### src/design/sqs_pkg.sv
// Shared types, sizes and controller/datapath interface structs for the sequence sorter.
// No dependencies; imported by sqs_ctrl, sqs_dpath and sequence_sorter.
package sqs_pkg;

    localparam int MAX_ITEMS = 64;
    localparam int DATA_W    = 32;
    localparam int ADDR_W    = $clog2(MAX_ITEMS);
    localparam int CNT_W     = $clog2(MAX_ITEMS + 1);
    localparam int SUM_W     = CNT_W + 1;

    typedef logic signed [DATA_W-1:0] data_t;
    typedef logic [CNT_W-1:0]         cnt_t;
    typedef logic [ADDR_W-1:0]        addr_t;

    typedef enum logic [2:0] {
        ST_LOAD,
        ST_PASS_CHK,
        ST_RUN_SETUP,
        ST_MERGE_RD,
        ST_MERGE_WR,
        ST_EMIT_RD,
        ST_EMIT_CAP,
        ST_EMIT_HOLD
    } state_t;

    // controller -> datapath
    typedef struct packed {
        logic load;
        logic sort_init;
        logic run_setup;
        logic pass_end;
        logic merge_step;
        logic emit_start;
        logic emit_sel;
        logic emit_capture;
        logic emit_next;
    } cmd_t;

    // datapath -> controller
    typedef struct packed {
        logic sort_done;
        logic run_end;
        logic pair_last;
        logic emit_last;
    } status_t;

endpackage

### src/design/sqs_ctrl.sv
// Sequencer for load, bottom-up merge passes and result emission.
// Depends on sqs_pkg.
module sqs_ctrl (
    input  logic             aclk,
    input  logic             aresetn,
    input  logic             s_tvalid,
    input  logic             s_tlast,
    output logic             s_tready,
    output logic             m_tvalid,
    input  logic             m_tready,
    input  sqs_pkg::status_t sts,
    output sqs_pkg::cmd_t    cmd
);
    import sqs_pkg::*;

    state_t state_reg;
    state_t state_next;

    always_ff @(posedge aclk) begin
        if (!aresetn) begin
            state_reg <= ST_LOAD;
        end else begin
            state_reg <= state_next;
        end
    end

    always_comb begin
        state_next = state_reg;
        cmd        = '0;
        s_tready   = 1'b0;
        m_tvalid   = 1'b0;
        unique case (state_reg)
            ST_LOAD: begin
                s_tready = 1'b1;
                if (s_tvalid) begin
                    cmd.load = 1'b1;
                    if (s_tlast) begin
                        cmd.sort_init = 1'b1;
                        state_next    = ST_PASS_CHK;
                    end
                end
            end
            ST_PASS_CHK: begin
                if (sts.sort_done) begin
                    cmd.emit_start = 1'b1;
                    state_next     = ST_EMIT_RD;
                end else begin
                    state_next = ST_RUN_SETUP;
                end
            end
            ST_RUN_SETUP: begin
                if (sts.run_end) begin
                    cmd.pass_end = 1'b1;
                    state_next   = ST_PASS_CHK;
                end else begin
                    cmd.run_setup = 1'b1;
                    state_next    = ST_MERGE_RD;
                end
            end
            ST_MERGE_RD: begin
                state_next = ST_MERGE_WR;
            end
            ST_MERGE_WR: begin
                cmd.merge_step = 1'b1;
                state_next     = sts.pair_last ? ST_RUN_SETUP : ST_MERGE_RD;
            end
            ST_EMIT_RD: begin
                cmd.emit_sel = 1'b1;
                state_next   = ST_EMIT_CAP;
            end
            ST_EMIT_CAP: begin
                cmd.emit_sel     = 1'b1;
                cmd.emit_capture = 1'b1;
                state_next       = ST_EMIT_HOLD;
            end
            ST_EMIT_HOLD: begin
                m_tvalid = 1'b1;
                if (m_tready) begin
                    cmd.emit_next = 1'b1;
                    state_next    = sts.emit_last ? ST_LOAD : ST_EMIT_RD;
                end
            end
            default: begin
                state_next = ST_LOAD;
            end
        endcase
    end

endmodule

### config.mk
export PLATFORM = sky130hd
export DESIGN_NAME = sqs_ctrl
export DESIGN_NICKNAME = d
export VERILOG_FILES = /design/src/design/sqs_pkg.sv /design/src/design/sqs_ctrl.sv
export SDC_FILE = /design/constraint.sdc
export NUM_CORES = 1
export LEC_CHECK = 0
export BUFFER_PORTS_ARGS = -buffer_cell sky130_fd_sc_hd__clkbuf_2
export CAP_MARGIN = 20
export CELL_PAD_IN_SITES_DETAIL_PLACEMENT = 0
export CELL_PAD_IN_SITES_GLOBAL_PLACEMENT = 1
export CORE_MARGIN = 5
export CORE_UTILIZATION = 21
export CTS_CLUSTER_DIAMETER = 50
export DETAILED_ROUTE_END_ITERATION = 12
export PLACE_DENSITY = 0.78
export SLEW_MARGIN = 5
export SYNTH_ARGS = -nofsm -noshare
export SYNTH_HDL_FRONTEND = slang
export SYNTH_SLANG_ARGS = --single-unit
export TNS_END_PERCENT = 1
### constraint.sdc
create_clock -name aclk -period 1.4 [get_ports aclk]
set_clock_uncertainty 0.15 [all_clocks]
set_input_delay 0.28 -clock aclk [delete_from_list [all_inputs] [get_ports aclk]]
set_output_delay 0.28 -clock aclk [all_outputs]
set_load 0.02 [all_outputs]
==> results.json <==
{
  "worstReg2RegEnd": "state_reg[2]$_SDFFE_PN0P_",
  "cts_tree": "done",
  "cts_buffers": 3,
  "drc": 0,
  "ys_seq_area_share_pct": 22.0,
  "switchingPower_mw": 0.195,
  "die_area_mm2": 0.00212,
  "ir_worst_vdd_mv": 0.699,
  "arrival_ns": 1.18,
  "path_depth": 4,
  "path_delay_family": "flip-flops",
  "drive_above_1_share_pct": 63.1,
  "hold_viol_final": 0,
  "diodes": 0,
  "min_period_over_period_pct": 115,
  "power_mw": 0.543,
  "drv_cap": 0,
  "cpPeakStageDelay_ns": 0.34,
  "drt_iter0_markers": 2,
  "ios": 20,
  "relSlewSlack_pct": 85.0,
  "min_path_type": "input pin to flip-flop",
  "seq_area_um2": 68.8,
  "antenna_found_initial": 0,
  "gp_congestion": 0.765,
  "cts.sinks": 3,
  "p_comb_share_pct": 48.2,
  "layout_common_cells": "clkbuf_4, clkbuf_2, buf_4",
  "rsz0062_at_grt": "yes",
  "layout.cells.non_filler": 80,
  "fp.dieH_um": 46.0,
  "fp.coreArea_mm2": 0.00127,
  "worstMarginPinSlew_ns": 0.224,
  "clkTransAtPathRegs_ns": 0.04,
  "synth_cell_type_count": 18,
  "cts_hold_buf": 0,
  "root_buffer": "clkbuf_4",
  "start_util_pct": 21.5,
  "whs_ns": 0.148,
  "power_frac_seq_pct": 24.8,
  "gr-total-overflow": 0,
  "vias": 342,
  "grt.total_usage_pct": 8.74,
  "drtPass1Iterations": 4,
  "ant_nets": 0,
  "clkPwrFrac_pct": 27.0,
  "drv_slew": 0,
  "clk_latency_ns": 0.23,
  "p_leak_nw": 0.245,
  "finalCriticalPeriod_ns": 1.61,
  "use_met1_pct": 10.4,
  "failed_checks": "negative setup slack",
  "crit_path_end_kind": "output pin",
  "cp_slowest_cell": "dfxtp_2",
  "critPathLaunchType": "flip-flop",
  "worstSetupStartpoint": "state_reg[0]$_SDFFE_PN0P_",
  "drt-total-wl_um": 760,
  "ys_ff_latch": 3,
  "die_x_um": 46.0,
  "r2r-start": "state_reg[2]$_SDFFE_PN0P_",
  "setup_violations": 10,
  "yosysWarnings": 0,
  "grt_pass1_wl_um": 1320,
  "syn-num-nets": 47,
  "syn_inst": 38,
  "post-route-worst-setup-slack_ns": -0.215,
  "grt_use_met2_pct": 13.7,
  "path_max_fanout": 7,
  "rrSetupSlack_ns": 0.07,
  "critical_path_class": "flip-flop to output pin",
  "vias_per_cell": 4.28,
  "cts.path.max_buffers": 2,
  "grt_max_degree": 9,
  "multi_input_area_um2": 206,
  "r2r_cells": 3,
  "htree_levels": 1,
  "syn_area_per_cell_um2": 7.18,
  "powerDensity_mw_per_mm2": 1080,
  "finalSetupTns_ns": -1.15,
  "numPlacedInstances": 76,
  "largest_reg_flops": 3,
  "run_status": "finished, violations left",
  "fillCellCount": 144,
  "dp_slack_ns": -0.0458,
  "grt.busiest_layer": "met2",
  "crit_chain": "buf_4, nor3_4, and3_1, clkbuf_8",
  "grt_pass1_vias": 334,
  "grt_use_met3_pct": 4.74,
  "rows": 13,
  "area_delta_synth_final_pct": 84.9,
  "port_buffers": 19,
  "sw_frac_of_total_pct": 35.9,
  "wire_per_inst_um": 9.50,
  "dp.final_hpwl_um": 654,
  "fmax_mhz": 619,
  "final_nets": 75,
  "worstSetupEndpoint": "cmd[7]",
  "syn_area_um2": 273,
  "cp_num_buf_inv": 2,
  "crit_required_ns": 0.97,
  "p_int_mw": 0.348
}
==> per-stage QoR <==
stage                     instance area, um2  utilization (%)
after floorplan                          289                -
after global placement                   419             33.0
after detailed placement                 419             33.0
after CTS                                494             39.0
after global routing                     504             39.7
final                                    504             39.7
==> routing by layer <==
layer / part of all wire (%) / vias up / routed length (um)
met3: 5.8 / 0 / 44
met4: 0 / 0 / 0
met5: 0 / - / 0
met1: 45 / 144 / 342
li1: - / 190 / -
met2: 49 / 8 / 373
==> Yosys cell counts <==
master	instances	area share [%]
a21oi_1	4	7.3
a31oi_1	1	2.3
and2_1	1	2.3
and3_1	2	4.6
and3_2	1	2.8
buf_6	2	8.3
clkbuf_8	1	5.0
dfxtp_1	3	22
inv_1	1	1.4
nand2_1	5	6.9
nand2b_1	4	9.2
nor2_1	3	4.1
nor3_1	5	9.2
nor3b_1	1	2.8
o21a_1	1	2.8
o311a_1	1	3.7
o31a_1	1	3.2
or3_1	1	2.3
==> power groups by stage <==
stage,Clock (mW),Sequential [mW],Combinational (mW)
5_1_grt,0.170,0.138,0.285
3_3_place_gp,0,0.128,0.233
4_1_cts,0.155,0.134,0.256
2_1_floorplan,0,0.112,0.173
6_report,0.147,0.135,0.262
3_5_place_dp,0,0.129,0.236
==> final cells by class <==
| type | count | share of cell area, % |
|---|---|---|
| clock buffers | 4 | 5.21 |
| inverters | 1 | 0.744 |
| multi-input cells | 31 | 40.9 |
| flip-flops and latches | 3 | 13.6 |
| well taps | 15 | 3.72 |
| repair buffers | 26 | 35.7 |
==> worst min path at each step <==
stage | start | end | slack [ns] | cells after the start
after floorplan | aresetn | state_reg[2]$_SDFFE_PN0P_ | 0.25 | 1
after global placement | aresetn | state_reg[1]$_SDFFE_PN0P_ | 0.38 | 2
after detailed placement | aresetn | state_reg[2]$_SDFFE_PN0P_ | 0.39 | 2
after CTS | aresetn | state_reg[1]$_SDFFE_PN0P_ | 0.14 | 2
after global routing | aresetn | state_reg[2]$_SDFFE_PN0P_ | 0.14 | 2
final | aresetn | state_reg[1]$_SDFFE_PN0P_ | 0.15 | 2
==> timing repair <==
| action | CTS | global route |
|---|---|---|
| pin swaps | 1 | 0 |
| setup buffers | 0 | 0 |
| setup endpoints to repair | 11 | 11 |
| gates resized for setup | 18 | 7 |
==> logic make-up after synthesis <==
logic type / after synthesis / share of synthesized area (%)
DFF: 3 / 22.0
and+or+nand+nor: 23 / 44.0
buffers and inverters: 4 / 14.7
AOI/OAI and AO/OA: 8 / 19.3
No activity file was read; power rests on OpenSTA's default activity.
